## config.mk

```make
export PLATFORM = sky130hd
export DESIGN_NAME = qslerp_sqrt_cell
export DESIGN_NICKNAME = d
export VERILOG_FILES = /design/src/hdl/qslerp_pkg.sv /design/src/hdl/qslerp_sqrt_cell.sv
export SDC_FILE = /design/constraint.sdc
export NUM_CORES = 1
export LEC_CHECK = 0
export BUFFER_PORTS_ARGS = -buffer_cell sky130_fd_sc_hd__buf_4
export CAP_MARGIN = 20
export CORE_ASPECT_RATIO = 0.6
export CORE_MARGIN = 4
export CORE_UTILIZATION = 54
export CTS_CLUSTER_DIAMETER = 150
export DETAILED_ROUTE_END_ITERATION = 8
export GPL_ROUTABILITY_DRIVEN = 0
export HOLD_SLACK_MARGIN = 0.02
export PLACE_DENSITY = 0.82
export SETUP_SLACK_MARGIN = 0.15
export SLEW_MARGIN = 10
export SYNTH_ARGS = -nofsm -noshare
export SYNTH_HDL_FRONTEND = slang
export SYNTH_SLANG_ARGS = --single-unit
```

## constraint.sdc

```tcl
create_clock -name clk_i -period 4.2 [get_ports clk_i]
set_clock_uncertainty 0.2 [all_clocks]
set_input_delay 0.42 -clock clk_i [delete_from_list [all_inputs] [get_ports clk_i]]
set_output_delay 0.42 -clock clk_i [all_outputs]
set_load 0.01 [all_outputs]
```

## src/hdl/qslerp_pkg.sv

```systemverilog
// Shared types and constants for the quaternion slerp pipeline.
// No dependencies; every other file in hdl/ refers to this package by scoped name.
package qslerp_pkg;

  // Field widths
  localparam int COMP_WIDTH = 16;   // signed Q2.14 component
  localparam int T_WIDTH    = 17;   // unsigned Q0.16 fraction, 1.0 included
  localparam int THR_WIDTH  = 28;   // near_threshold register
  localparam int WT_WIDTH   = 29;   // Q28 weight, 1.0 included

  // Datapath widths
  localparam int CW         = 32;   // CORDIC x, y, z
  localparam int SQ_W       = 58;   // square root radicand and root register
  localparam int SQRT_STEPS = 28;   // one root bit per step
  localparam int DIV_W      = 30;   // divider remainder and divisor
  localparam int DIV_STEPS  = 28;   // one quotient bit per step

  // Configuration register indexes
  localparam int CFG_IDX_W = 2;
  localparam logic [CFG_IDX_W-1:0] REG_INTERP_MODE    = 2'd0;
  localparam logic [CFG_IDX_W-1:0] REG_NEAR_THRESHOLD = 2'd1;

  localparam logic [THR_WIDTH-1:0] NEAR_THRESHOLD_RST = 28'd256;
  localparam logic [WT_WIDTH-1:0]  ONE_Q28            = 29'h1000_0000;
  localparam logic [T_WIDTH-1:0]   T_ONE              = 17'h1_0000;

  // atan(2^-i) in Q28 radians
  localparam logic [28:0] ATAN_Q28 [32] = '{
    29'd210828714, 29'd124459457, 29'd65760959, 29'd33381290, 29'd16755422,
    29'd8385879,   29'd4193963,   29'd2097109,  29'd1048571,  29'd524287,
    29'd262144,    29'd131072,    29'd65536,    29'd32768,    29'd16384,
    29'd8192,      29'd4096,      29'd2048,     29'd1024,     29'd512,
    29'd256,       29'd128,       29'd64,       29'd32,       29'd16,
    29'd8,         29'd4,         29'd2,        29'd1,        29'd0,
    29'd0,         29'd0
  };

  // Per-request information that travels alongside the arithmetic cells
  typedef struct packed {
    logic                             vld;
    logic                             lin;
    logic                             flip;
    logic [1:0]                       wzero;  // spherical weight clamps to 0
    logic [1:0]                       wfull;  // spherical weight clamps to 1.0
    logic [T_WIDTH-1:0]               t;
    logic [WT_WIDTH-1:0]              dot;
    logic [3:0][COMP_WIDTH-1:0]       f;
    logic [3:0][COMP_WIDTH:0]         g;      // one bit wider: negated -2.0 kept
  } side_t;

endpackage

```

## src/hdl/qslerp_sqrt_cell.sv

```systemverilog
// One bit step of the integer square root chain.
// Depends on qslerp_pkg for the radicand width and step count.
module qslerp_sqrt_cell #(
  parameter int STEP = 0
) (
  input  logic                        clk_i,
  input  logic                        en_i,
  input  logic [qslerp_pkg::SQ_W-1:0] v_i,
  input  logic [qslerp_pkg::SQ_W-1:0] r_i,
  output logic [qslerp_pkg::SQ_W-1:0] v_o,
  output logic [qslerp_pkg::SQ_W-1:0] r_o
);

  localparam int W     = qslerp_pkg::SQ_W;
  localparam int SHIFT = 2 * (qslerp_pkg::SQRT_STEPS - 1 - STEP);
  localparam logic [W-1:0] BIT = {{(W-1){1'b0}}, 1'b1} << SHIFT;

  logic [W-1:0] trial;
  logic [W-1:0] v_d, r_d, v_q, r_q;

  // try the next root bit
  always_comb begin
    trial = r_i + BIT;
    if (v_i >= trial) begin
      v_d = v_i - trial;
      r_d = (r_i >> 1) + BIT;
    end else begin
      v_d = v_i;
      r_d = r_i >> 1;
    end
  end

  always_ff @(posedge clk_i) begin
    if (en_i) begin
      v_q <= v_d;
      r_q <= r_d;
    end
  end

  assign v_o = v_q;
  assign r_o = r_q;

endmodule

```

==> summary.txt <==
Outcome
  • Outcome: finished, final reports clean

Place
  • Placed Cells: 1276
  • DP HPWL: 20500 um
  • Port Buffer Count: 233

Synth
  • Post-synthesis async set-or-reset flop share: 0%
  • Synthesized area: 8390 sq um
  • Synth Warn #: 0
  • Syn_nets: 1049
  • Post-synthesis sequential area ratio: 41.5%
  • Dominant synthesized flop cell: edfxtp_1
  • EDFF count, synth: 116
  • Syn Inst Count: 870
  • Distinct cells, synth: 68
  • Number of synthesized register bits: 116
  • Syn_area_per_cell: 9.65 sq um

Worst hold path
  • Hold path startpoint: v_i[43]
  • Hold Crit Class: in -> reg

Worst setup path
  • CP endpoint kind: flip-flop
  • Crit path from: r_i[14]
  • Crit-path cells: dlygate4sd3_1 > buf_4 > inv_1 > ha_1 > nand4_4 > nor4_2 > a22oi_2 > a2111oi_4 > o2111ai_2 > o211a_4 > or2_4 > buf_12 > o41ai_2
  • Startpoint Class: input port
  • CP arrival: 3.97 ns
  • Crit-path slowest cell: dlygate4sd3_1
  • CP max stage delay: 0.53 ns
  • CP max FO: 27
  • Crit path max-delay family: compound AO/OA/AOI/OAI gates
  • Crit path required time: 4.20 ns
  • Crit path buffers/inverters: 4
  • CP Class: in -> reg

STA
  • Fin crit period: 3.96 ns
  • Slew margin rel.: 45.6%
  • Max frequency: 252 MHz
  • Setup violators final: 0
  • Hold WS: 0.0928 ns
  • Setup Total Neg Slack: 0 ns
  • Period utilization: 94.3%
  • Slew Limit Fails: 0
  • RSZ-0062 raised after global routing: false
  • Fin. Hold Viols: 0
  • Worst-margin pin slew: 0.816 ns

Global route
  • Largest net degree at the start of global routing: 62
  • Initial antenna violation count: 0
  • Top Usage Layer GRT: met1
  • Grt total ovfl: 0
  • Met2 usage in global routing: 41.3%
  • Gr usage total: 29.4%
  • GR Layer Usage met1: 44.3%
  • Vias in the first global route: 7599
  • First-pass GRT wire length: 41300 um
  • Met3 usage in global routing: 9.02%

Floorplan
  • Total die area: 17700 sq um
  • Die X: 169 um
  • Die height: 105 um
  • Initial Util: 56.5%
  • Core Box Area: 14800 sq um
  • # IOs: 234
  • Std cell rows: 34

Detailed routing
  • Vias after detailed routing: 8221
  • Vias/cell: 6.03
  • Initial drt markers: 892
  • Post-route ant nets: 0
  • Remaining DRCs: 0
  • Total wire length: 27000 um
  • Post-DR wirelength/cell: 19.8 um
  • DR pass1 iterations: 5

Layout
  • Commonest non-fill, non-tap cells in the layout: 250 x buf_4, 116 x edfxtp_1, 89 x o21ai_0
  • Layout cell share with drive strength beyond 1: 28.8%
  • Non-Filler Instances: 1363
  • Final-layout fill cell count: 1048
  • N_diodes: 0
  • P&R area growth vs syn: 37.1%
  • Commonest non-fill, non-tap cell in the layout: buf_4
  • Final core utilization: 77.5%
  • Fin nets: 1331

Power
  • Maximum vdd ir drop: 246 uV
  • Pleak: 5.01 nW
  • Pwr Density: 372 nW/um^2

Clocking
  • CTS Root Cell: clkbuf_16
  • H-tree depth: 4
  • Worst-path clk slew: 0.06 ns
  • Sink Count: 116
  • CTS tree: yes
  • Total CTS buffers: 17
  • Clock Path Buffers: 2

Run
  • Max Cap Viol: 0
area by class of cell:
class | count | area [sq um] | area share, %
clock buffers | 17 | 425 | 3.70
clock inverters | 15 | 133 | 1.15
inverters | 75 | 282 | 2.45
multi-input cells | 635 | 4460 | 38.7
flip-flops and latches | 116 | 3480 | 30.3
well taps | 198 | 248 | 2.15
repair buffers | 307 | 2480 | 21.5
per-stage QoR:
step	setup WS (ns)	power [mW]	cell area [sq um]
after global routing	0.152	4.46	11500
after detailed placement	0.260	2.83	10400
final	0.238	4.28	11500
after floorplan	0.739	2.26	8390
after global placement	0.358	2.80	10400
after CTS	0.165	4.25	11500
flip-flops by register name, summed over array words and instances (netlist names):
| signal | cells |
|---|---|
| r_o | 58 |
| v_o | 58 |
cells in the mapped netlist, types with 13 or more instances:
| library cell | number | area share [%] |
|---|---|---|
| a21o_1 | 22 | 2.0 |
| a21oi_1 | 76 | 4.5 |
| clkbuf_1 | 27 | 1.2 |
| edfxtp_1 | 116 | 42 |
| ha_1 | 60 | 8.9 |
| inv_1 | 75 | 3.4 |
| mux2_2 | 28 | 3.8 |
| nand2_1 | 65 | 2.9 |
| nand4_1 | 20 | 1.5 |
| nor2_1 | 47 | 2.1 |
| o21ai_0 | 89 | 5.3 |
| o21bai_1 | 14 | 1.3 |
| o31ai_1 | 13 | 1.2 |
| xnor2_1 | 27 | 2.8 |
| xor2_1 | 16 | 1.7 |
worst paths after layout:
check / endpoint / cells past startpoint
worst max-delay path: v_o[57] / 13
worst min-delay path: v_o[43] / 2
metal layers:
layer | vias up | part of all wire, %
met1 | 3837 | 44
met2 | 531 | 41
li1 | 3805 | -
met4 | 0 | 1.7
met5 | - | 0
met3 | 48 | 13
report_power, final:
part	total (mW)	switching (mW)	leakage, nW	internal [mW]
Clock	1.39	0.573	0.257	0.814
Combinational	1.40	0.766	3.62	0.633
Sequential	1.50	0.0432	1.13	1.45
Total	4.28	1.38	5.01	2.90
timing repair:
item | 4_1_cts | 5_1_grt
hold endpoints to repair | 54 | 0
hold buffers | 54 | 0
setup buffers | 0 | 1
gates resized for setup | 0 | 10
endpoints found under the setup margin | 0 | 13
cells by family (layout without fill, tap and decap cells):
| kind of cell | count (synthesis) | after routing | share of synthesized area, % |
|---|---|---|---|
| xor gates and xnor gates | 43 | 43 | 4.49 |
| and+or+nand+nor | 208 | 208 | 12.6 |
| adders and majority gates | 61 | 61 | 9.18 |
| muxes | 33 | 33 | 4.37 |
| AOI/OAI and AO/OA | 290 | 290 | 22.0 |
| buffers and inverters | 119 | 414 | 5.80 |
| DFF | 116 | 116 | 41.5 |
Power figures use the tool's default switching activity.
