### src/hdl/qslerp_pkg.sv
// Shared types and constants for the quaternion slerp pipeline.
// No dependencies; every other file in hdl/ refers to this package by scoped name.
package qslerp_pkg;

  // Field widths
  localparam int COMP_WIDTH = 16;   // signed Q2.14 component
  localparam int T_WIDTH    = 17;   // unsigned Q0.16 fraction, 1.0 included
  localparam int THR_WIDTH  = 28;   // near_threshold register
  localparam int WT_WIDTH   = 29;   // Q28 weight, 1.0 included

  // Datapath widths
  localparam int CW         = 32;   // CORDIC x, y, z
  localparam int SQ_W       = 58;   // square root radicand and root register
  localparam int SQRT_STEPS = 28;   // one root bit per step
  localparam int DIV_W      = 30;   // divider remainder and divisor
  localparam int DIV_STEPS  = 28;   // one quotient bit per step

  // Configuration register indexes
  localparam int CFG_IDX_W = 2;
  localparam logic [CFG_IDX_W-1:0] REG_INTERP_MODE    = 2'd0;
  localparam logic [CFG_IDX_W-1:0] REG_NEAR_THRESHOLD = 2'd1;

  localparam logic [THR_WIDTH-1:0] NEAR_THRESHOLD_RST = 28'd256;
  localparam logic [WT_WIDTH-1:0]  ONE_Q28            = 29'h1000_0000;
  localparam logic [T_WIDTH-1:0]   T_ONE              = 17'h1_0000;

  // atan(2^-i) in Q28 radians
  localparam logic [28:0] ATAN_Q28 [32] = '{
    29'd210828714, 29'd124459457, 29'd65760959, 29'd33381290, 29'd16755422,
    29'd8385879,   29'd4193963,   29'd2097109,  29'd1048571,  29'd524287,
    29'd262144,    29'd131072,    29'd65536,    29'd32768,    29'd16384,
    29'd8192,      29'd4096,      29'd2048,     29'd1024,     29'd512,
    29'd256,       29'd128,       29'd64,       29'd32,       29'd16,
    29'd8,         29'd4,         29'd2,        29'd1,        29'd0,
    29'd0,         29'd0
  };

  // Per-request information that travels alongside the arithmetic cells
  typedef struct packed {
    logic                             vld;
    logic                             lin;
    logic                             flip;
    logic [1:0]                       wzero;  // spherical weight clamps to 0
    logic [1:0]                       wfull;  // spherical weight clamps to 1.0
    logic [T_WIDTH-1:0]               t;
    logic [WT_WIDTH-1:0]              dot;
    logic [3:0][COMP_WIDTH-1:0]       f;
    logic [3:0][COMP_WIDTH:0]         g;      // one bit wider: negated -2.0 kept
  } side_t;

endpackage

### src/hdl/qslerp_cordic_cell.sv
// One micro-rotation of a CORDIC chain, vectoring or rotation mode.
// Depends on qslerp_pkg for the datapath width and the arctangent table.
module qslerp_cordic_cell #(
  parameter int STEP      = 0,
  parameter bit VECTORING = 1'b0
) (
  input  logic                             clk_i,
  input  logic                             en_i,
  input  logic signed [qslerp_pkg::CW-1:0] x_i,
  input  logic signed [qslerp_pkg::CW-1:0] y_i,
  input  logic signed [qslerp_pkg::CW-1:0] z_i,
  output logic signed [qslerp_pkg::CW-1:0] x_o,
  output logic signed [qslerp_pkg::CW-1:0] y_o,
  output logic signed [qslerp_pkg::CW-1:0] z_o
);

  localparam int W = qslerp_pkg::CW;

  logic signed [W-1:0] dx, dy, ang;
  logic signed [W-1:0] x_d, y_d, z_d, x_q, y_q, z_q;
  logic                ccw;

  assign ang = $signed(W'(qslerp_pkg::ATAN_Q28[STEP]));
  assign dx  = y_i >>> STEP;
  assign dy  = x_i >>> STEP;

  // vectoring drives y to zero, rotation drives z to zero
  always_comb begin
    if (VECTORING) begin
      ccw = !(y_i > 0);
    end else begin
      ccw = (z_i >= 0);
    end
    if (ccw) begin
      x_d = x_i - dx;
      y_d = y_i + dy;
      z_d = z_i - ang;
    end else begin
      x_d = x_i + dx;
      y_d = y_i - dy;
      z_d = z_i + ang;
    end
  end

  always_ff @(posedge clk_i) begin
    if (en_i) begin
      x_q <= x_d;
      y_q <= y_d;
      z_q <= z_d;
    end
  end

  assign x_o = x_q;
  assign y_o = y_q;
  assign z_o = z_q;

endmodule

### config.mk
export PLATFORM = sky130hd
export DESIGN_NAME = qslerp_cordic_cell
export DESIGN_NICKNAME = d
export VERILOG_FILES = /design/src/hdl/qslerp_pkg.sv /design/src/hdl/qslerp_cordic_cell.sv
export SDC_FILE = /design/constraint.sdc
export NUM_CORES = 1
export LEC_CHECK = 0
export BUFFER_PORTS_ARGS = -buffer_cell sky130_fd_sc_hd__clkbuf_2
export CAP_MARGIN = 20
export CORE_MARGIN = 2
export CORE_UTILIZATION = 35
export DETAILED_ROUTE_END_ITERATION = 12
export PLACE_DENSITY = 0.66
export SETUP_SLACK_MARGIN = 0.1
export SYNTH_ARGS = -nofsm -noshare
export SYNTH_HDL_FRONTEND = slang
export SYNTH_SLANG_ARGS = --single-unit
### constraint.sdc
create_clock -name clk_i -period 3.8 [get_ports clk_i]
set_input_delay 0.38 -clock clk_i [delete_from_list [all_inputs] [get_ports clk_i]]
set_output_delay 0.38 -clock clk_i [all_outputs]
set_load 0.1 [all_outputs]
==> run metrics, run 1 <==
status=completed; Syn. warnings=0; TritonCTS clock tree=built; post-synthesis adder-cell area fraction=16.59%; CP dominant cell by count=a21oi_1; initial antenna violation count=0; IO Count=194; Comb power frac=53.7%; distinct cell type count after synthesis=74; P per Cell Area=449.1 nW/um2; Sw Pwr=2.582 mW; cell count of the worst hold path=1; register area=2853 um2; synthesized flop and latch total=95; routed wire length=28990 um; Slew Viols, Final=0; port buffer count=193; WP buf/inv=2; Final Cell Area=11410 um2; max-cap violation count=0; Clk pwr share=18.0%; initial DRC count=750; die area=29020 um2; Min-Delay Endpoint=z_o[0]$_DFFE_PP_; Most used DFF post-synth=edfxtp_1; critical path's slowest cell=or3b_1; CTS Buffer Depth=2; xor/xnor cell area share of the yosys netlist=7.506%; Hold Crit Class=in2reg; vias in the first global route=8681; worst-case vdd ir drop=0.0002879 V; mean area per synthesized cell=8.639 um2; drt drc=0; Final period util=86.44%; die width=170.3 um; WP data required=3.89 ns; placed instance area=11120 um2; EDFF count, synth=95; P_int=2.543 mW; Flop pwr share=28.3%; GP Congestion=0.9359; filler instances=2729; hold_sp=z_i[0]; Least-Margin Pin Slew=0.7747 ns; clk slew on worst S/H paths=0.07 ns; Pre-Repair DR Iteration Count=6; Post-CTS Setup Inserts=0; combinational family with the most area after synthesis=compound AO/OA/AOI/OAI gates; hold slack=0.2107 ns; antenna diode count=0; layout overhead on the synthesized area=17.84%; number of clock sinks=95; Net Sw Frac=50.38%; first-pass GRT wire length=45440 um; routed len/inst=17.53 um; Total Routing Usage GR=19.78%; layout net count=1532; CP Cell Sequence=clkbuf_2 -> ha_1 -> inv_1 -> fa_1 -> nor2_1 -> o21ai_0 -> a21boi_0 -> a21oi_1 -> o31a_1 -> or3b_1 -> a211o_1 -> a21oi_1 -> nor3_1; post-synthesis sequential area ratio=29.46%; slew margin rel.=47.02%; share of post-route cells with drive strength above 1=19.42%; Setup Viol. Count Final=0; synthesized net count=1345; Chip Height=170.3 um; Post-synth ARST share=0%; Setup CP Type=in2reg; DP HPWL=23080 um; CP endpoint kind=flop; Via density=5.450; grt ovf=0; f_max=304.4 MHz; multiplexer share of the synthesized area=1.486%; CP max stage delay=0.53 ns; peak fanout along the critical path=5; num rows=60; post-route ant nets=0; Static Leak=5.119 nW; number of hold buffers added after cts=0; unrepaired setup endpoints after global routing=no; cts repair resizes=0; Mapped Cells=1121; area of the multi-input gates=6233 um2; Fin. Hold Viols=0; vias=9014; Synth Area in Simple Gates=13.62%; initial core utilization=35.83%; Core Footprint=27030 um2; largest net degree at the start of global routing=58; Clock Tree Root=clkbuf_16; post-route minimum period=3.285 ns; Cell Area, Synth=9684 um2; setup TNS=0 ns; Crit path arrival time=3.38 ns; CP delay by family, top=compound AO/OA/AOI/OAI gates; H-tree Lvls=3; Synth Area in Compound Gates=25.16%; total CTS buffers=9; Critical Path Start Type=primary input
[placed cells by master, fill, tap and decap left out, drive strengths merged, types with 4 or more instances in the layout]
| cell type | count |
|---|---|
| a211o | 5 |
| nand3 | 19 |
| nand2b | 15 |
| a21boi | 5 |
| nand2 | 54 |
| a211oi | 14 |
| o31ai | 12 |
| nand4 | 14 |
| o21a | 16 |
| or4 | 7 |
| buf | 31 |
| edfxtp | 95 |
| nor2b | 12 |
| o31a | 7 |
| xor2 | 7 |
| mux2i | 11 |
| clkinv | 7 |
| o21ai | 71 |
| and3 | 8 |
| a21o | 26 |
| a311oi | 5 |
| inv | 105 |
| a221oi | 4 |
| and2 | 6 |
| clkbuf | 202 |
| nor4 | 5 |
| fa | 4 |
| nor2 | 104 |
| xnor2 | 76 |
| a31oi | 9 |
| a2111oi | 6 |
| nor3 | 20 |
| ha | 122 |
| a21oi | 120 |
| o21bai | 24 |
| o211ai | 13 |
[power by group through the flow]
stage,Clock (mW),Combinational (mW),Sequential [mW]
finish,0.924,2.75,1.45
global route,0.981,2.91,1.47
CTS,0.955,2.74,1.45
detailed placement,0,2.73,1.47
global placement,0,2.73,1.48
floorplan,0,0.932,2.70
[worst max path at each step]
stage,slack (ns),to,cells past startpoint,from
floorplan,0.11,z_o[30]$_DFFE_PP_,14,z_i[31]
global placement,0.28,y_o[28]$_DFFE_PP_,13,x_i[2]
detailed placement,0.23,y_o[28]$_DFFE_PP_,13,x_i[2]
CTS,0.59,y_o[28]$_DFFE_PP_,13,x_i[2]
global route,0.22,x_o[29]$_DFFE_PP_,12,x_i[12]
finish,0.52,x_o[26]$_DFFE_PP_,13,x_i[0]
[stage by stage]
step | setup WS [ns] | utilization [%] | cells | power (mW)
6_report | 0.5153 | 42.23 | 1654 | 5.125
5_1_grt | 0.2209 | 42.23 | 1654 | 5.352
4_1_cts | 0.5857 | 42.22 | 1654 | 5.150
2_1_floorplan | 0.1083 | - | 1121 | 3.636
3_5_place_dp | 0.2302 | 41.14 | 1638 | 4.208
3_3_place_gp | 0.2759 | 41.14 | 1638 | 4.201
[cell families after synthesis]
logic type,count (synthesis)
AOI/OAI and AO/OA,372
DFF,95
adders and majority gates,126
xor gates and xnor gates,83
buffers and inverters,155
and+or+nand+nor,276
muxes,14
[per-layer routing]
metal / vias to the layer above / wire, um / track usage [%]
li1: 4436 / - / -
met1: 4182 / 13290 / 27.08
met2: 350 / 13190 / 32.03
met3: 46 / 1790 / 2.581
met4: 0 / 727 / 6.912
met5: - / 0 / 0
[sequential cells by signal, indices dropped and copies added (netlist names)]
| register | cells |
|---|---|
| x_o | 32 |
| y_o | 31 |
| z_o | 32 |
[cell type report]
class / count / area share (%)
clock buffers: 11 / 2.039
repair buffers: 222 / 10.50
flip-flops and latches: 95 / 25.00
multi-input cells: 871 / 54.62
well taps: 341 / 3.739
inverters: 109 / 3.585
clock inverters: 5 / 0.5153
[synth_stat cells (7+ instances only)]
library cell	number	area, um2
edfxtp_1	95	2853
nand4_1	14	87.58
a211oi_1	13	97.59
nand2_1	54	202.7
nor2_1	104	390.4
buf_1	8	30.03
inv_1	105	394.1
clkbuf_1	31	116.4
a21oi_1	120	600.6
and3_1	8	50.05
nor2b_1	12	75.07
o31a_1	7	61.31
nand2b_1	15	93.84
xor2_1	7	61.31
a21o_1	26	195.2
a31oi_1	9	56.30
xnor2_1	76	665.6
mux2i_1	11	110.1
o211ai_1	12	90.09
o21a_1	16	120.1
o21ai_0	67	335.3
o21bai_1	24	180.2
nand3_1	19	95.09
nor3_1	19	95.09
ha_1	122	1526
o31ai_1	12	90.09
Power figures use the tool's default switching activity.
==> run 2: changes to the inputs <==
--- a/config.mk
+++ b/config.mk
@@ -5,12 +5,13 @@
 export SDC_FILE = /design/constraint.sdc
 export NUM_CORES = 1
 export LEC_CHECK = 0
+export ABC_AREA = 1
 export BUFFER_PORTS_ARGS = -buffer_cell sky130_fd_sc_hd__clkbuf_2
 export CAP_MARGIN = 20
 export CORE_MARGIN = 2
 export CORE_UTILIZATION = 35
 export DETAILED_ROUTE_END_ITERATION = 12
-export PLACE_DENSITY = 0.66
+export PLACE_DENSITY = 0.65
 export SETUP_SLACK_MARGIN = 0.1
 export SYNTH_ARGS = -nofsm -noshare
 export SYNTH_HDL_FRONTEND = slang
==> run metrics, run 2 <==
Total Routing Usage GR=23.28% (was 19.78%); Clock Tree Root=clkbuf_16 (unchanged); Setup CP Type=in2reg (unchanged); peak fanout along the critical path=17 (was 5); commonest cells in the netlist=624 x nand2_1, 308 x inv_1, 155 x nand3_1, 152 x nor2_1, 122 x ha_1 (was 122 x ha_1, 120 x a21oi_1, 105 x inv_1, 104 x nor2_1, 95 x edfxtp_1); Critical Path Start Type=primary input (unchanged); WP buf/inv=2 (unchanged); routed wire length=42230 um (was 28990 um); grt ovf=0 (unchanged); total CTS buffers=9 (unchanged); f_max=418.5 MHz (was 304.4 MHz); vias=12720 (was 9014); routed len/inst=16.70 um (was 17.53 um); CP max stage delay=0.43 ns (was 0.53 ns); Least-Margin Pin Slew=0.8032 ns (was 0.7747 ns); status=completed (unchanged); Most used DFF post-synth=edfxtp_1 (unchanged); Post-synth ARST share=0% (unchanged); DP HPWL=36020 um (was 23080 um); die width=190.3 um (was 170.3 um); mean area per synthesized cell=6.376 um2 (was 8.639 um2); CP Cell Sequence=clkbuf_2 -> inv_2 -> ha_1 -> nand2_1 -> nor3_1 -> nor2_1 -> o21ai_2 -> nand3b_1 -> nand3_1 -> nand2_1 (was clkbuf_2 -> ha_1 -> inv_1 -> fa_1 -> nor2_1 -> o21ai_0 -> a21boi_0 -> a21oi_1 -> o31a_1 -> or3b_1 -> a211o_1 -> a21oi_1 -> nor3_1); P per Cell Area=384.6 nW/um2 (was 449.1 nW/um2); largest net degree at the start of global routing=69 (was 58); unrepaired setup endpoints after global routing=no (unchanged); vias in the first global route=12300 (was 8681); post-route ant nets=0 (unchanged); Hold Crit Class=in2reg (unchanged); Via density=5.030 (was 5.450); total power=5.261 mW (was 5.125 mW); initial core utilization=35.33% (was 35.83%); num rows=68 (was 60); Setup WS pre-CTS=1.022 ns (was 0.2302 ns); Chip Height=190.3 um (was 170.3 um); placed insts=2513 (was 1638); Syn. warnings=0 (unchanged); Final period util=62.88% (was 86.44%); first-pass GRT wire length=65040 um (was 45440 um); number of hold buffers added after cts=0 (unchanged); CP dominant cell by count=nand2_1 (was a21oi_1); Post-CTS Setup Inserts=0 (unchanged); Static Leak=7.343 nW (was 5.119 nW); Crit path arrival time=2.53 ns (was 3.38 ns); Slew Viols, Final=0 (unchanged); post-route minimum period=2.389 ns (was 3.285 ns); EDFF count, synth=95 (unchanged); most frequent cells in the layout=624 x nand2_1, 308 x inv_1, 192 x clkbuf_2 (was 191 x clkbuf_2, 122 x ha_1, 120 x a21oi_1); Mapped Cells=1905 (was 1121); clk slew on worst S/H paths=0.08 ns (was 0.07 ns); Synth top area share=23.49% (was 29.46%); most frequent cell after synthesis=nand2_1 (was ha_1); post-synthesis sequential area ratio=23.49% (was 29.46%); synthesized net count=2129 (was 1345); cts repair resizes=0 (unchanged); setup TNS=0 ns (unchanged); TritonCTS clock tree=built (unchanged); die area=36210 um2 (was 29020 um2); most common cell after layout, fill and taps aside=nand2_1 (was clkbuf_2); antenna diode count=0 (unchanged); CTS Buffer Depth=2 (unchanged); distinct cell type count after synthesis=46 (was 74); Pre-Repair DR Iteration Count=8 (was 6); number of clock sinks=95 (unchanged); Cell Area, Synth=12150 um2 (was 9684 um2); GP Congestion=0.9713 (was 0.9359); initial antenna violation count=1 (was 0); synth top area cells=edfxtp_1 23%, nand2_1 19%, ha_1 13% (was edfxtp_1 29%, ha_1 16%, xnor2_1 6.9%); dominant cell type by area after synthesis=edfxtp_1 (unchanged); initial DRC count=887 (was 750); CP endpoint kind=flop (unchanged); final worst setup slack=1.411 ns (was 0.5153 ns); Fin. Hold Viols=0 (unchanged); Core Footprint=34370 um2 (was 27030 um2); IO Count=194 (unchanged); Core Util, Final=39.79% (was 42.23%); layout net count=2293 (was 1532); H-tree Lvls=3 (unchanged); slew margin rel.=46.45% (was 47.02%); synthesized flop and latch total=95 (unchanged); share of post-route cells with drive strength above 1=14.03% (was 19.42%); drt drc=0 (unchanged); Setup Viol. Count Final=0 (unchanged); CP delay by family, top=simple AND/OR/NAND/NOR gates (was compound AO/OA/AOI/OAI gates); layout overhead on the synthesized area=12.62% (was 17.84%); fin cells=2529 (was 1654); port buffer count=193 (unchanged); worst-case vdd ir drop=0.0002669 V (was 0.0002879 V); critical path's slowest cell=ha_1 (was or3b_1); max-cap violation count=0 (unchanged); WP data required=3.94 ns (was 3.89 ns)
[run 2: cell types whose count changed in the layout (fill, tap and decap cells not counted), sizes merged, moves of 11 or more]
cell    delta
a21o      -25
nand2    +588
nor2      +68
nand3    +142
inv      +223
nand2b    -14
xor2      +36
nor2b     -12
a211oi    -14
buf       -26
o21a      -11
o31ai     -12
xnor2     -68
[run 2: cells by family after synthesis]
logic type / after synthesis / share of synthesized area [%]
DFF: 95 / 23.49
AOI/OAI and AO/OA: 233 / 10.66
and+or+nand+nor: 1030 / 36.09
xor gates and xnor gates: 51 / 3.801
adders and majority gates: 126 / 13.23
buffers and inverters: 369 / 12.65
muxes: 1 / 0.08242
[run 2: layout make-up]
type | count | area (um2)
Clock buffer | 10 | 229.0
Sequential cell | 95 | 2853
Clock inverter | 6 | 52.55
Fill cell | 3748 | 20690
Inverter | 325 | 1220
Tap cell | 455 | 569.3
Timing Repair Buffer | 197 | 998.5
Multi-Input combinational cell | 1441 | 7756
[run 2: per-layer routing]
| metal | track usage [%] | vias up | routed length, um |
|---|---|---|---|
| met5 | 0 | - | 13 |
| met4 | 7.871 | 2 | 1100 |
| met3 | 2.227 | 55 | 2287 |
| met2 | 38.97 | 427 | 19230 |
| met1 | 31.37 | 5872 | 19600 |
| li1 | - | 6364 | - |
[run 2: where the power goes]
| part | internal, mW | leakage, nW | total, mW | switching [mW] |
|---|---|---|---|---|
| clock network | 0.456 | 0.132 | 0.937 | 0.481 |
| logic | 0.606 | 6.28 | 2.91 | 2.31 |
| registers | 1.36 | 0.928 | 1.41 | 0.0518 |
[run 2: final timing paths]
check	slack [ns]	depth (start not counted)	start	end
worst min-delay path	0.19	1	z_i[0]	z_o[0]$_DFFE_PP_
worst max-delay path	1.41	10	z_i[31]	z_o[30]$_DFFE_PP_
[run 2: per-stage QoR]
stage	area (um2)	hold slack, ns
2_1_floorplan	12150	0.4789
3_3_place_gp	13400	0.5663
3_5_place_dp	13400	0.5639
4_1_cts	13680	0.1696
5_1_grt	13680	0.1807
6_report	13680	0.1898
==> run 3: changes to the inputs <==
==> constraint.sdc (replaced) <==
create_clock -name clk_i -period 2 [get_ports clk_i]
set_input_delay 0.2 -clock clk_i [delete_from_list [all_inputs] [get_ports clk_i]]
set_output_delay 0.2 -clock clk_i [all_outputs]
set_load 0.1 [all_outputs]
==> run metrics, run 3 (synthesized netlist as in run 2, its figures left out) <==
Setup CP Type=in2reg (unchanged); layout net count=2568 (was 2293); Pre-Repair DR Iteration Count=6 (was 8); Crit path arrival time=1.93 ns (was 2.53 ns); largest net degree at the start of global routing=69 (unchanged); initial DRC count=956 (was 887); routed wire length=45020 um (was 42230 um); Static Leak=8.704 nW (was 7.343 nW); met1 Use GR=32.56% (was 31.37%); number of clock sinks=95 (unchanged); met3 Resource Use GR=1.822% (was 2.227%); Min-Delay Endpoint=z_o[0]$_DFFE_PP_ (unchanged); num rows=68 (unchanged); vias in the first global route=13400 (was 12300); port buffer count=193 (unchanged); critical path's slowest cell=fa_1 (was ha_1); Total Routing Usage GR=24.94% (was 23.28%); H-tree Lvls=3 (unchanged); Via density=4.920 (was 5.030); die area=36210 um2 (unchanged); CP dominant cell by count=nand2_1 (unchanged); drt drc=0 (unchanged); Core Footprint=34370 um2 (unchanged); post-route minimum period=1.814 ns; cell count of the worst hold path=1 (unchanged); most common cell after layout, fill and taps aside=nand2_1 (unchanged); number of hold buffers added after cts=0 (unchanged); Chip Height=190.3 um (unchanged); WP data required=2.12 ns (was 3.94 ns); busiest metal layer after global routing=met2 (unchanged); DP HPWL=38000 um (was 36020 um); filler instances=3595 (was 3748); first-pass GRT wire length=70060 um (was 65040 um); CP max stage delay=0.39 ns (was 0.43 ns); CP Cell Sequence=clkbuf_2 -> ha_1 -> inv_1 -> fa_1 -> inv_1 -> nand3_1 -> nand3_2 -> nand2_1 -> nand2_1 -> nand2_1 -> nand3_1 -> nand2_1 -> nand3_1 -> nand2_1 (was clkbuf_2 -> inv_2 -> ha_1 -> nand2_1 -> nor3_1 -> nor2_1 -> o21ai_2 -> nand3b_1 -> nand3_1 -> nand2_1); die width=190.3 um (unchanged); initial core utilization=35.33% (unchanged); total power=10.77 mW (was 5.261 mW); unrepaired setup endpoints after global routing=yes (was no); IO Count=194 (unchanged); Slew Viols, Final=0 (unchanged); GR Util met2=43.44% (was 38.97%); f_max=551.4 MHz; Fin. Hold Viols=0 (unchanged); status=completed (unchanged); Critical Path Start Type=primary input (unchanged); Clock Tree Root=clkbuf_16 (unchanged); placed insts=2786 (was 2513); Final period util=90.68%; slew margin rel.=48.47% (was 46.45%); max-cap violation count=0 (unchanged); worst-case vdd ir drop=0.0006164 V (was 0.0002669 V); fin cells=2804 (was 2529); most frequent cells in the layout=613 x nand2_1, 308 x inv_1, 273 x buf_4 (was 624 x nand2_1, 308 x inv_1, 192 x clkbuf_2); GP Congestion=0.9622 (was 0.9713); worst setup path start=x_i[0] (was z_i[31]); vias=13800 (was 12720); TritonCTS clock tree=built (unchanged); share of post-route cells with drive strength above 1=28.14% (was 14.03%); peak fanout along the critical path=3 (was 17); CTS Buffer Depth=2 (unchanged); grt ovf=0 (unchanged); CP endpoint kind=flop (unchanged); total CTS buffers=9 (unchanged); antenna diode count=0 (unchanged); post-route ant nets=0 (unchanged); initial antenna violation count=0 (was 1); P per Cell Area=660.2 nW/um2 (was 384.6 nW/um2); Least-Margin Pin Slew=0.7729 ns (was 0.8032 ns); Setup Viol. Count Final=0 (unchanged); routed len/inst=16.06 um (was 16.70 um); Hold Crit Class=in2reg (unchanged); clk slew on worst S/H paths=0.08 ns (about the same); layout overhead on the synthesized area=34.37% (was 12.62%); hold_sp=z_i[0] (unchanged)
-- run 3: what timing repair did --
item,in CTS,in global routing
buffers inserted,0,2
resized for setup,5,83
pin swaps,0,9
cloned,0,0
endpoints found under the setup margin,9,47
-- run 3: power breakdown --
part | internal [mW] | switching, mW | total, mW
logic | 1.84 | 4.58 | 6.42
clock network | 0.821 | 0.834 | 1.66
registers | 2.59 | 0.114 | 2.70
-- run 3: area by class of cell --
type,instances,area (um2),area share [%]
multi-input combinational,1441,8270,50.68
timing repair buffer,472,3151,19.31
sequential,95,2853,17.48
inverter,325,1221,7.483
tap,455,569.3,3.488
clock buffer,9,225.2,1.380
clock inverter,7,30.03,0.1840
-- run 3: layer usage --
metal	wire length, um	share of wire (%)
met5	0	0
met4	1378	3.1
met3	2287	5.1
met2	21230	47
met1	20130	45
-- run 3: per-stage QoR --
| step | TNS (ns) | setup slack (ns) | instance area [um2] | hold WS (ns) | util (%) |
|---|---|---|---|---|---|
| after floorplan | 0 | 0.09961 | 12370 | 0.2989 | - |
| after global placement | -12.56 | -0.4080 | 15730 | 0.3828 | 45.77 |
| after detailed placement | -13.67 | -0.4348 | 15730 | 0.3963 | 45.77 |
| after CTS | 0 | 0.1068 | 16000 | 0.004991 | 46.55 |
| after global routing | 0 | 0.04872 | 16320 | 0.009388 | 47.48 |
| final | 0 | 0.1865 | 16320 | 0.01404 | 47.48 |
-- run 3: how the worst max path moves through the flow --
stage                         to
3_5_place_dp   z_o[18]$_DFFE_PP_
5_1_grt        x_o[21]$_DFFE_PP_
4_1_cts        y_o[30]$_DFFE_PP_
6_report       y_o[18]$_DFFE_PP_
3_3_place_gp   z_o[18]$_DFFE_PP_
2_1_floorplan  z_o[29]$_DFFE_PP_
-- run 3: critical path: cells and delay by family --
| kind | cells | cell delay (ns) |
|---|---|---|
| AND/OR/NAND/NOR | 9 | 0.91 |
| buffers and inverters | 3 | 0.26 |
| adder cells (fa/ha/maj) | 2 | 0.57 |
