==> src/hdl/qslerp_pkg.sv <==
// Shared types and constants for the quaternion slerp pipeline.
// No dependencies; every other file in hdl/ refers to this package by scoped name.
package qslerp_pkg;

  // Field widths
  localparam int COMP_WIDTH = 16;   // signed Q2.14 component
  localparam int T_WIDTH    = 17;   // unsigned Q0.16 fraction, 1.0 included
  localparam int THR_WIDTH  = 28;   // near_threshold register
  localparam int WT_WIDTH   = 29;   // Q28 weight, 1.0 included

  // Datapath widths
  localparam int CW         = 32;   // CORDIC x, y, z
  localparam int SQ_W       = 58;   // square root radicand and root register
  localparam int SQRT_STEPS = 28;   // one root bit per step
  localparam int DIV_W      = 30;   // divider remainder and divisor
  localparam int DIV_STEPS  = 28;   // one quotient bit per step

  // Configuration register indexes
  localparam int CFG_IDX_W = 2;
  localparam logic [CFG_IDX_W-1:0] REG_INTERP_MODE    = 2'd0;
  localparam logic [CFG_IDX_W-1:0] REG_NEAR_THRESHOLD = 2'd1;

  localparam logic [THR_WIDTH-1:0] NEAR_THRESHOLD_RST = 28'd256;
  localparam logic [WT_WIDTH-1:0]  ONE_Q28            = 29'h1000_0000;
  localparam logic [T_WIDTH-1:0]   T_ONE              = 17'h1_0000;

  // atan(2^-i) in Q28 radians
  localparam logic [28:0] ATAN_Q28 [32] = '{
    29'd210828714, 29'd124459457, 29'd65760959, 29'd33381290, 29'd16755422,
    29'd8385879,   29'd4193963,   29'd2097109,  29'd1048571,  29'd524287,
    29'd262144,    29'd131072,    29'd65536,    29'd32768,    29'd16384,
    29'd8192,      29'd4096,      29'd2048,     29'd1024,     29'd512,
    29'd256,       29'd128,       29'd64,       29'd32,       29'd16,
    29'd8,         29'd4,         29'd2,        29'd1,        29'd0,
    29'd0,         29'd0
  };

  // Per-request information that travels alongside the arithmetic cells
  typedef struct packed {
    logic                             vld;
    logic                             lin;
    logic                             flip;
    logic [1:0]                       wzero;  // spherical weight clamps to 0
    logic [1:0]                       wfull;  // spherical weight clamps to 1.0
    logic [T_WIDTH-1:0]               t;
    logic [WT_WIDTH-1:0]              dot;
    logic [3:0][COMP_WIDTH-1:0]       f;
    logic [3:0][COMP_WIDTH:0]         g;      // one bit wider: negated -2.0 kept
  } side_t;

endpackage

==> src/hdl/qslerp_div_cell.sv <==
// One quotient bit of the restoring divider chain for the spherical weights.
// Depends on qslerp_pkg for remainder and quotient widths.
module qslerp_div_cell (
  input  logic                             clk_i,
  input  logic                             en_i,
  input  logic [qslerp_pkg::DIV_W-1:0]     d_i,
  input  logic [qslerp_pkg::DIV_W-1:0]     r_i,
  input  logic [qslerp_pkg::DIV_STEPS-1:0] q_i,
  output logic [qslerp_pkg::DIV_W-1:0]     d_o,
  output logic [qslerp_pkg::DIV_W-1:0]     r_o,
  output logic [qslerp_pkg::DIV_STEPS-1:0] q_o
);

  localparam int W = qslerp_pkg::DIV_W;
  localparam int Q = qslerp_pkg::DIV_STEPS;

  logic [W-1:0] r2, r_d, d_q, r_q;
  logic [Q-1:0] q_d, q_q;
  logic         ge;

  // remainder stays below the divisor, so doubling never overflows
  always_comb begin
    r2  = {r_i[W-2:0], 1'b0};
    ge  = (r2 >= d_i);
    r_d = ge ? (r2 - d_i) : r2;
    q_d = {q_i[Q-2:0], ge};
  end

  always_ff @(posedge clk_i) begin
    if (en_i) begin
      d_q <= d_i;
      r_q <= r_d;
      q_q <= q_d;
    end
  end

  assign d_o = d_q;
  assign r_o = r_q;
  assign q_o = q_q;

endmodule
==> config.mk <==
export PLATFORM = sky130hd
export DESIGN_NAME = qslerp_div_cell
export DESIGN_NICKNAME = d
export VERILOG_FILES = /design/src/hdl/qslerp_pkg.sv /design/src/hdl/qslerp_div_cell.sv
export SDC_FILE = /design/constraint.sdc
export NUM_CORES = 1
export LEC_CHECK = 0
export BUFFER_PORTS_ARGS = -buffer_cell sky130_fd_sc_hd__buf_2
export CORE_UTILIZATION = 55
export CTS_BUF_LIST = sky130_fd_sc_hd__clkbuf_8
export CTS_CLUSTER_SIZE = 12
export DETAILED_ROUTE_END_ITERATION = 10
export PLACE_DENSITY = 0.93
export SYNTH_ARGS = -nofsm -noshare
export SYNTH_HDL_FRONTEND = slang
export SYNTH_SLANG_ARGS = --single-unit
==> constraint.sdc <==
create_clock -name clk_i -period 6.2 [get_ports clk_i]
set_input_delay 1.86 -clock clk_i [delete_from_list [all_inputs] [get_ports clk_i]]
set_output_delay 1.86 -clock clk_i [all_outputs]
set_load 0.02 [all_outputs]
==> results of run 1 <==
[cells by family after synthesis]
kind of cell,Yosys count,share of synthesized area
buffers and inverters,45,0.04315
AOI/OAI and AO/OA,118,0.1605
muxes,10,0.02368
xor gates and xnor gates,27,0.04972
DFF,88,0.5556
and+or+nand+nor,82,0.08419
adders and majority gates,31,0.08314
[cells in the final DEF, fill, tap and decap left out, types with 3 or more instances in the layout]
| master | n |
|---|---|
| a21o_1 | 21 |
| a21oi_1 | 45 |
| a31oi_1 | 7 |
| and3_1 | 4 |
| and4_1 | 3 |
| buf_2 | 174 |
| clkbuf_8 | 9 |
| edfxtp_1 | 88 |
| ha_1 | 30 |
| inv_1 | 32 |
| mux2_1 | 7 |
| mux2_2 | 3 |
| nand2_1 | 18 |
| nand3_1 | 9 |
| nor2_1 | 32 |
| o211ai_1 | 3 |
| o21a_1 | 3 |
| o21ai_0 | 13 |
| o21ai_1 | 3 |
| o21bai_1 | 4 |
| xnor2_1 | 11 |
| xor2_1 | 16 |
[final cells by class]
type / count / area, µm² / area share
clock inverters: 6 / 92.59 / 0.01566
well taps: 105 / 131.4 / 0.02222
clock buffers: 9 / 123.9 / 0.02095
flip-flops and latches: 88 / 2643 / 0.4470
repair buffers: 176 / 885.9 / 0.1498
inverters: 32 / 120.1 / 0.02032
multi-input cells: 268 / 1916 / 0.3240
[sequential cells by signal (all words and copies together), names as in the netlist]
signal / count
d_o: 30
q_o: 28
r_o: 30
[metal layers]
layer,up-vias,share of wire,routed length [µm]
li1,1834,-,-
met2,164,0.48,5106
met1,1723,0.42,4511
met4,0,0.024,254
met3,25,0.072,767
met5,-,0,0
[worst min path at each step]
stage          cells after the start                end    start
4_1_cts                            1  q_o[20]$_DFFE_PP_  q_i[19]
3_5_place_dp                       1  q_o[10]$_DFFE_PP_   q_i[9]
5_1_grt                            1  q_o[27]$_DFFE_PP_  q_i[26]
2_1_floorplan                      0   d_o[0]$_DFFE_PP_   d_i[0]
6_report                           1  q_o[20]$_DFFE_PP_  q_i[19]
3_3_place_gp                       1  q_o[26]$_DFFE_PP_  q_i[25]
[report_power, final]
group | switching [W] | internal (W) | leakage [nW]
clock | 0.000210 | 0.000227 | 0.102
sequential | 0.0000130 | 0.000727 | 0.862
combinational | 0.000259 | 0.000156 | 1.73
[per-stage QoR]
| step | area [µm²] | hold WS, ns | util | std cells |
|---|---|---|---|---|
| after floorplan | 4756 | 1.959 | - | 401 |
| after global placement | 5695 | 2.036 | 0.6863 | 669 |
| after detailed placement | 5695 | 2.038 | 0.6863 | 669 |
| after CTS | 5912 | 1.655 | 0.7123 | 684 |
| after global routing | 5912 | 1.655 | 0.7123 | 684 |
| final | 5912 | 1.665 | 0.7123 | 684 |
==> summary.md, run 1 <==
| Metric | Value |
|---|---|
| Status | `completed` |
| # diodes | `0` |
| Maxcap violations | `0` |
| Final setup vio count | `0` |
| Static Leak | `2.694 nW` |
| Synth warn | `0` |
| #FFs+latches synth | `88` |
| CP Depth | `11` |
| Post-synthesis async set-or-reset flop share | `0` |
| Hold Vio Cnt, Final | `0` |
| Worst-margin pin slew | `1.078 ns` |
| Dominant cells by area after synthesis | `edfxtp_1 (56%), ha_1 (7.9%), a21oi_1 (4.7%)` |
| Top-count cell post-synth | `edfxtp_1` |
| Final setup TNS | `0 ns` |
| Post-DR vias/cell | `5.477` |
| M1 GR Usage | `0.2879` |
| Fin crit period | `4.782 ns` |
| GRT Util Overall | `0.2340` |
| Area grow syn2layout | `24.31%` |
| RSZ-0062 raised after global routing | `no` |
| DRT Pass-1 Iters | `5` |
| Worst Path Max Fanout | `34` |
| FP Rows | `33` |
| Netlist cell types | `54` |
| Crit path to | `r_o[17]$_DFFE_PP_` |
| CP Launch Type | `input port` |
| Max incr delay on CP | `0.52 ns` |
| Initial antenna violation count | `0` |
| Seq/Total Area, Yosys | `0.5556` |
| Slew margin rel. | `0.2816` |
| CP Cell Sequence | `buf_2 -> inv_1 -> fa_1 -> a211oi_1 -> o211ai_1 -> nand3_2 -> o21ai_0 -> a221oi_1 -> o21ai_4 -> buf_4 -> mux2_1` |
| Clock Sinks | `88` |
| Most used DFF post-synth | `edfxtp_1` |
| Hold_buf cts | `0` |
| Global-route wire length before repair | `16080 µm` |
| Die ar. | `0.009023 mm²` |
| Final slew viol count | `0` |
| Mapped Nets | `522` |
| Power, Total | `0.001592 W` |
| DR vias | `3746` |
| CP Launch Point | `d_i[0]` |
| Final WL | `10640 µm` |
| PostCTS Resize Cnt | `0` |
| Die Y | `94.99 µm` |
| Post-route DRC | `0` |
| GRT busiest layer | `met2` |
| Fraction of layout cells with a size suffix above 1 | `0.3558` |
| Post-synth EDFFs | `88` |
| Worst vdd ir | `0.1102 mV` |
| Post-DP HPWL | `7830 µm` |
| Worst Setup Path Type | `input port to flop` |
| Initial Util | `0.5730` |
| Max stage delay cell, worst path | `a221oi_1` |
| Routed len/inst | `15.55 µm` |
| Worst setup EP type | `flop` |
| Syn avg cell area | `11.86 µm²` |
| Grt ovf | `0` |
| Period Utilization, post-route | `0.7713` |
| CP delay by family, top | `compound AO/OA/AOI/OAI gates` |
| HP Class | `input port to flop` |
| Arr. time, crit path | `4.89 ns` |
| Die width | `94.99 µm` |
| Setup Buffers After CTS | `0` |
| Mapped Area | `0.004756 mm²` |
| Core Area | `0.008299 mm²` |
| Largest net degree at the start of global routing | `89` |
| GP Congestion | `0.9359` |
| Cts bufs inserted | `9` |
| Pwr/cell area | `269.3 mW/mm²` |
| Vias in the first global route | `3513` |
| Setup slack after layout | `1.418 ns` |
| Port Buf Inserts | `175` |
| Met3 usage | `0.05153` |
| Crit path buf inv count | `3` |
| Worst-path clk slew | `0.09 ns` |
| Initial DRC Count | `118` |
| # nets final | `696` |
| Post-synth top area cell | `edfxtp_1` |
| Antenna viol nets, final | `0` |
| Critical Path RT | `6.31 ns` |
| Fillers | `618` |
| H-tree depth | `3` |
| CTS tree | `done` |
| Fmax | `209.1 MHz` |
| Clock root cell | `clkbuf_8` |
| Top cells by count, synth | `edfxtp_1 (88), a21oi_1 (45), inv_1 (32), nor2_1 (32), ha_1 (30)` |
| Clock buffer depth | `2` |
| Boundary Pins | `178` |
| Post-synth top area share | `0.5556` |
| Post-Syn Instances | `401` |
| Global-route track usage on met2 | `0.3897` |
| Pre-CTS setup slack | `1.096 ns` |
Power figures use the tool's default switching activity.
==> run 2, diff against run 1 <==
Settings changed: CORE_UTILIZATION 55 to 51, PLACE_DENSITY 0.93 to 0.87.
Clock period 6.2 ns to 4.7 ns, I/O delays scaled along.
==> run 2 against run 1 <==
  * Power grew 26%
  * Utilization is 4.9 points lower
  * Highest routed layer unchanged
  * Global-route usage shrank 1.3 points
  * First-iteration DRC count increased by 42%
  * Combinational power grew 32%
  * Via count about the same
  * Critical path depth fell by 1
  * Largest power group unchanged
  * Largest cell class unchanged
  * Flip-flop and latch count stayed put
  * Worst setup slack got worse by 0.85 ns
  * Cell area down 0.23%
  * Sequential power is 32% higher
  * Wire length fell by 1.3%
==> summary.md, run 2 (same netlist as run 1, synthesis figures left out) <==
| Metric | Value |
|---|---|
| Power, Total | `0.002004 W (+26%)` |
| PostCTS Resize Cnt | `0 (unchanged)` |
| Fin crit period | `4.128 ns` |
| Final slew viol count | `0 (unchanged)` |
| Clock root cell | `clkbuf_8` |
| Boundary Pins | `178 (unchanged)` |
| FP Rows | `34 (+3.0%)` |
| Hold_buf cts | `0 (unchanged)` |
| CTS tree | `done` |
| Worst setup EP type | `flop` |
| CP Cell Sequence | `buf_2 -> inv_1 -> fa_1 -> a211oi_1 -> o211ai_1 -> nand3_2 -> o21ai_0 -> a221oi_1 -> o21ai_4 -> mux2_1` |
| # diodes | `0 (unchanged)` |
| Worst-margin pin slew | `1.104 ns (+0.02610 ns)` |
| Fmax | `242.3 MHz` |
| Status | `completed` |
| Hold Vio Cnt, Final | `0 (unchanged)` |
| Final setup vio count | `0 (unchanged)` |
| GRT Util Overall | `0.2212 (-0.01286)` |
| Hold slack | `1.214 ns (-0.4517 ns)` |
| Post-DR vias/cell | `5.433 (-0.81%)` |
| GP Congestion | `0.9465 (+1.1%)` |
| Worst vdd ir | `0.1665 mV (+51%)` |
| DRT Pass-1 Iters | `4 (-1)` |
| Global-route wire length before repair | `16920 µm (+5.2%)` |
| Largest net degree at the start of global routing | `89 (unchanged)` |
| CP Launch Type | `input port` |
| Fin util | `0.6634 (-0.04896)` |
| Final WL | `10510 µm (-1.3%)` |
| Grt ovf | `0 (unchanged)` |
| Arr. time, crit path | `4.23 ns (-0.66 ns)` |
| Static Leak | `2.692 nW (about the same)` |
| Pre-CTS setup slack | `0.2861 ns (-0.8103 ns)` |
| Critical Path RT | `4.80 ns (-1.51 ns)` |
| Post-DP HPWL | `7943 µm (+1.4%)` |
| RSZ-0062 raised after global routing | `no` |
| CP delay by family, top | `compound AO/OA/AOI/OAI gates` |
| Die ar. | `0.009715 mm² (+7.7%)` |
| Final setup TNS | `0 ns (unchanged)` |
| Area grow syn2layout | `24.02%` |
| Core Area | `0.008891 mm² (+7.1%)` |
| Fillers | `700 (+13%)` |
| # nets final | `697 (+0.14%)` |
| Clock buffer depth | `2 (unchanged)` |
| DR vias | `3743 (-0.080%)` |
| Antenna viol nets, final | `0 (unchanged)` |
| Initial Util | `0.5349 (-0.03814)` |
| HP Class | `input port to flop` |
| Pwr/cell area | `339.7 mW/mm² (+26%)` |
| Port Buf Inserts | `175 (unchanged)` |
| Vias in the first global route | `3619 (+3.0%)` |
| Initial antenna violation count | `0 (unchanged)` |
| CP Depth | `10 (-1)` |
| Clock Sinks | `88 (unchanged)` |
| Period Utilization, post-route | `0.8783` |
| Max incr delay on CP | `0.54 ns (+0.02 ns)` |
| Most common cell after layout, fill and taps aside | `buf_2` |
| Initial DRC Count | `167 (+42%)` |
| Worst Path Max Fanout | `25 (-26%)` |
| H-tree depth | `3 (unchanged)` |
| Die width | `98.57 µm (+3.8%)` |
| Die Y | `98.57 µm (+3.8%)` |
| Cts bufs inserted | `9 (unchanged)` |
| Max stage delay cell, worst path | `a221oi_1` |
| Maxcap violations | `0 (unchanged)` |
| Commonest non-fill, non-tap cells in the layout | `buf_2 (174), edfxtp_1 (88), a21oi_1 (45)` |
| Slew margin rel. | `0.2642 (-0.01740)` |
| Post-route DRC | `0 (unchanged)` |
| Crit path buf inv count | `2 (-1)` |
| Worst Setup Path Type | `input port to flop` |
| Hold Path End | `q_o[6]$_DFFE_PP_` |
| Hold Path Stages | `1 (unchanged)` |
| Setup slack after layout | `0.5721 ns (-0.8458 ns)` |
| Worst Min Path Start | `q_i[5]` |
| Fraction of layout cells with a size suffix above 1 | `0.3563 (+0.0004964)` |
| Setup Buffers After CTS | `0 (unchanged)` |
| Worst-path clk slew | `0.10 ns (about the same)` |
| Routed len/inst | `15.25 µm (-2.0%)` |
[run 2: cell count changes in the layout (fill, tap and decap cells not counted)]
| cell | change |
|---|---|
| buf_12 | +1 |
| bufinv_16 | -2 |
| clkinv_4 | +3 |
| clkinvlp_4 | -1 |
| inv_1 | +1 |
[run 2: through the flow]
stage | std cells | cell area (µm²)
after floorplan | 401 | 4756
after global placement | 673 | 5719
after detailed placement | 673 | 5719
after CTS | 689 | 5898
after global routing | 689 | 5898
final | 689 | 5898
[run 2: area by class of cell]
cell class / count / area [µm²] / area share
clock inverter: 7 / 55.05 / 0.009334
multi-input combinational: 268 / 1916 / 0.3248
sequential: 88 / 2643 / 0.4480
timing repair buffer: 177 / 905.9 / 0.1536
tap: 108 / 135.1 / 0.02291
clock buffer: 9 / 123.9 / 0.02100
inverter: 32 / 120.1 / 0.02036
[run 2: worst max-delay path by stage]
stage | to | from
2_1_floorplan | r_o[24]$_DFFE_PP_ | d_i[0]
3_3_place_gp | r_o[7]$_DFFE_PP_ | d_i[0]
3_5_place_dp | r_o[9]$_DFFE_PP_ | d_i[0]
4_1_cts | r_o[25]$_DFFE_PP_ | d_i[0]
5_1_grt | r_o[9]$_DFFE_PP_ | d_i[0]
6_report | r_o[8]$_DFFE_PP_ | d_i[0]
[run 2: where the power goes]
group          internal, W  switching (W)
Combinational     0.000209       0.000340
Sequential        0.000959      0.0000165
Clock             0.000197       0.000282
Total              0.00137       0.000638
[run 2: per-layer routing]
metal | global-route usage | vias up | part of all wire
li1 | - | 1840 | -
met1 | 0.2702 | 1729 | 0.43
met2 | 0.3797 | 155 | 0.48
met3 | 0.05745 | 19 | 0.069
met4 | 0.08037 | 0 | 0.019
met5 | 0 | - | 0
==> run 3, diff against run 2 <==
Settings changed: ABC_AREA set to 1, CORE_UTILIZATION 51 to 53, PLACE_DENSITY 0.87 to 0.88.
==> run 3 against run 2 <==
  * Via count increased by 35%
  * First-iteration DRC count increased by 110%
  * Cell count increased by 48%
  * Maximum frequency increased by 28%
  * Sequential share of layout area decreased by 5.7 points
  * Non-clock buffer count unchanged
  * Cell area increased by 15%
  * Synthesized cell count increased by 74%
  * Critical endpoint is now r_o[12]$_DFFE_PP_
  * Largest cell class unchanged
  * Highest routed layer unchanged
==> summary.md, run 3 <==
| Metric | Value |
|---|---|
| DR vias | `5039 (+35%)` |
| Pre-CTS setup slack | `1.080 ns (+0.7941 ns)` |
| Period Utilization, post-route | `0.6871 (-0.1912)` |
| Fraction of layout cells with a size suffix above 1 | `0.2325 (-0.1238)` |
| Setup Buffers After CTS | `0 (unchanged)` |
| Worst Setup Path Type | `input port to flop` |
| Largest net degree at the start of global routing | `89 (unchanged)` |
| Clock Power Share | `0.279 (+0.040)` |
| Area of the multi-input gates | `0.002272 mm² (+19%)` |
| Routed len/inst | `13.65 µm (-10%)` |
| GP Congestion | `0.8718 (-7.9%)` |
| Commonest non-fill, non-tap cells in the layout | `nand2_1 (250), buf_2 (174), inv_1 (148)` |
| Post-synth EDFFs | `88 (unchanged)` |
| Most used DFF post-synth | `edfxtp_1` |
| Clock root cell | `clkbuf_8` |
| Final setup TNS | `0 ns (unchanged)` |
| Worst setup EP type | `flop` |
| Most common cell after layout, fill and taps aside | `nand2_1` |
| Post-route DRC | `0 (unchanged)` |
| Slew margin rel. | `0.2836 (+0.01937)` |
| Hold Path Stages | `1 (unchanged)` |
| Status | `completed` |
| Top-count cell post-synth | `nand2_1` |
| Clock buffer depth | `2 (unchanged)` |
| H-tree depth | `3 (unchanged)` |
| Static Leak | `3.707 nW (+38%)` |
| Final slew viol count | `0 (unchanged)` |
| Seq/Total Area, Yosys | `0.4775 (-0.07814)` |
| HP Class | `input port to flop` |
| Arr. time, crit path | `3.36 ns (-0.87 ns)` |
| Final Instance Area | `0.006760 mm² (+15%)` |
| Clock Sinks | `88 (unchanged)` |
| Placed inst area | `0.006534 mm² (+14%)` |
| Post-synth top area cell | `edfxtp_1` |
| Syn avg cell area | `7.917 µm² (-33%)` |
| Top cells by count, synth | `nand2_1 (250), inv_1 (148), edfxtp_1 (88)` |
| Post-Syn Instances | `699 (+74%)` |
| Antenna viol nets, final | `0 (unchanged)` |
| FP Rows | `36 (+5.9%)` |
| Boundary Pins | `178 (unchanged)` |
| #FFs+latches synth | `88 (unchanged)` |
| Critical Path RT | `4.83 ns (+0.03 ns)` |
| Gate power share | `0.274 (about the same)` |
| Final WL | `13910 µm (+32%)` |
| Area grow syn2layout | `22.16%` |
| Initial DRC Count | `347 (+110%)` |
| Part of the power in registers | `0.447 (-0.040)` |
| Mapped Area | `0.005534 mm² (+16%)` |
| Synth warn | `0 (unchanged)` |
| Worst-margin pin slew | `1.075 ns (-0.02906 ns)` |
| Pwr/cell area | `323.3 mW/mm² (-4.8%)` |
| Grt ovf | `0 (unchanged)` |
| Reg area | `0.002643 mm² (unchanged)` |
| CP Launch Type | `input port` |
| Core Area | `0.009955 mm² (+12%)` |
| Netlist cell types | `24 (-56%)` |
| Vias in the first global route | `4735 (+31%)` |
| Post-synthesis async set-or-reset flop share | `0 (unchanged)` |
| PostCTS Resize Cnt | `0 (unchanged)` |
| Fmax | `309.7 MHz (+28%)` |
| Post-synth top area share | `0.4775 (-0.07814)` |
| Global-route wire length before repair | `22670 µm (+34%)` |
| Die width | `104.2 µm (+5.7%)` |
| DRT Pass-1 Iters | `5 (+1)` |
| Port Buf Inserts | `175 (unchanged)` |
| Post-DP HPWL | `10700 µm (+35%)` |
| Die Y | `104.2 µm (+5.7%)` |
| Final setup vio count | `0 (unchanged)` |
| Psw | `0.0007203 W (+13%)` |
| Setup slack after layout | `1.471 ns (+0.8986 ns)` |
| Mapped Nets | `820 (+57%)` |
| Die ar. | `0.01085 mm² (+12%)` |
| Cts bufs inserted | `9 (unchanged)` |
| Fillers | `890 (+27%)` |
| Initial antenna violation count | `0 (unchanged)` |
| CTS tree | `done` |
| # diodes | `0 (unchanged)` |
| Post-DR vias/cell | `4.945 (-9.0%)` |
| RSZ-0062 raised after global routing | `no` |
| Internal power | `0.001466 W (+7.4%)` |
| Worst-path clk slew | `0.10 ns (about the same)` |
| Fin crit period | `3.229 ns (-0.8986 ns)` |
| Initial Util | `0.5559 (+0.02103)` |
| Hold Vio Cnt, Final | `0 (unchanged)` |
| Hold_buf cts | `0 (unchanged)` |
| Worst Path Max Fanout | `17 (-32%)` |
| Switching share of power | `0.3295 (+0.01087)` |
| Dominant cells by area after synthesis | `edfxtp_1 (48%), nand2_1 (17%), inv_1 (10%)` |
| Maxcap violations | `0 (unchanged)` |
| GRT Util Overall | `0.2650 (+0.04381)` |
| Worst vdd ir | `0.2083 mV (+25%)` |
| # nets final | `1002 (+44%)` |
[run 3: cells by family (layout without fill, tap and decap cells)]
logic type,after synthesis,after routing,synth area share
AND/OR/NAND/NOR,381,381,0.2894
buffers and inverters,155,342,0.1119
flip-flops,88,88,0.4775
adder cells (fa/ha/maj),31,31,0.07144
AO/OA/AOI/OAI,30,30,0.02758
XOR/XNOR,14,14,0.02216
[run 3: final timing paths]
check                    from                end  slack, ns
worst max-delay path   d_i[0]  r_o[12]$_DFFE_PP_       1.47
worst min-delay path  q_i[14]  q_o[15]$_DFFE_PP_       1.21
[run 3: stage by stage]
step                utilization  std cells  power, W  hold slack (ns)
floorplan                     -        699  0.001392            1.509
global placement         0.6564       1003  0.001574            1.586
detailed placement       0.6564       1003  0.001589            1.589
CTS                      0.6791       1019  0.002193            1.209
global route             0.6791       1019  0.002297            1.200
finish                   0.6791       1019  0.002186            1.211
[run 3: per-layer routing]
layer  share of wire  global-route usage  vias to the layer above
met5               0                   0                        -
met4          0.0096             0.06327                        0
met3           0.065             0.04073                        8
met1            0.45              0.3579                     2240
met2            0.48              0.4481                      230
li1                -                   -                     2561
[run 3: critical path: stages]
cell and delay, ns:
buf_2 0.12, inv_1 0.12, fa_1 0.50, nand3_1 0.11, nand3_2 0.11, nand2_1 0.08, nand2_1 0.10, nand2_1 0.08
nand2_1 0.12, nand2_1 0.10, nand3_2 0.07, buf_4 0.22, nand2_1 0.11, nand2_1 0.07
[run 3: cell type report]
cell class / instances / area share
sequential: 88 / 0.3909
inverter: 149 / 0.08273
multi-input combinational: 456 / 0.3361
clock inverter: 7 / 0.01518
clock buffer: 9 / 0.01832
tap: 133 / 0.02462
timing repair buffer: 177 / 0.1321
[run 3: power groups by stage]
stage | clock, W | sequential, W | combinational [W]
global placement | 0 | 0.000992 | 0.000582
finish | 0.000611 | 0.000977 | 0.000599
global route | 0.000649 | 0.000984 | 0.000664
CTS | 0.000617 | 0.000978 | 0.000598
floorplan | 0 | 0.00110 | 0.000289
detailed placement | 0 | 0.000996 | 0.000593
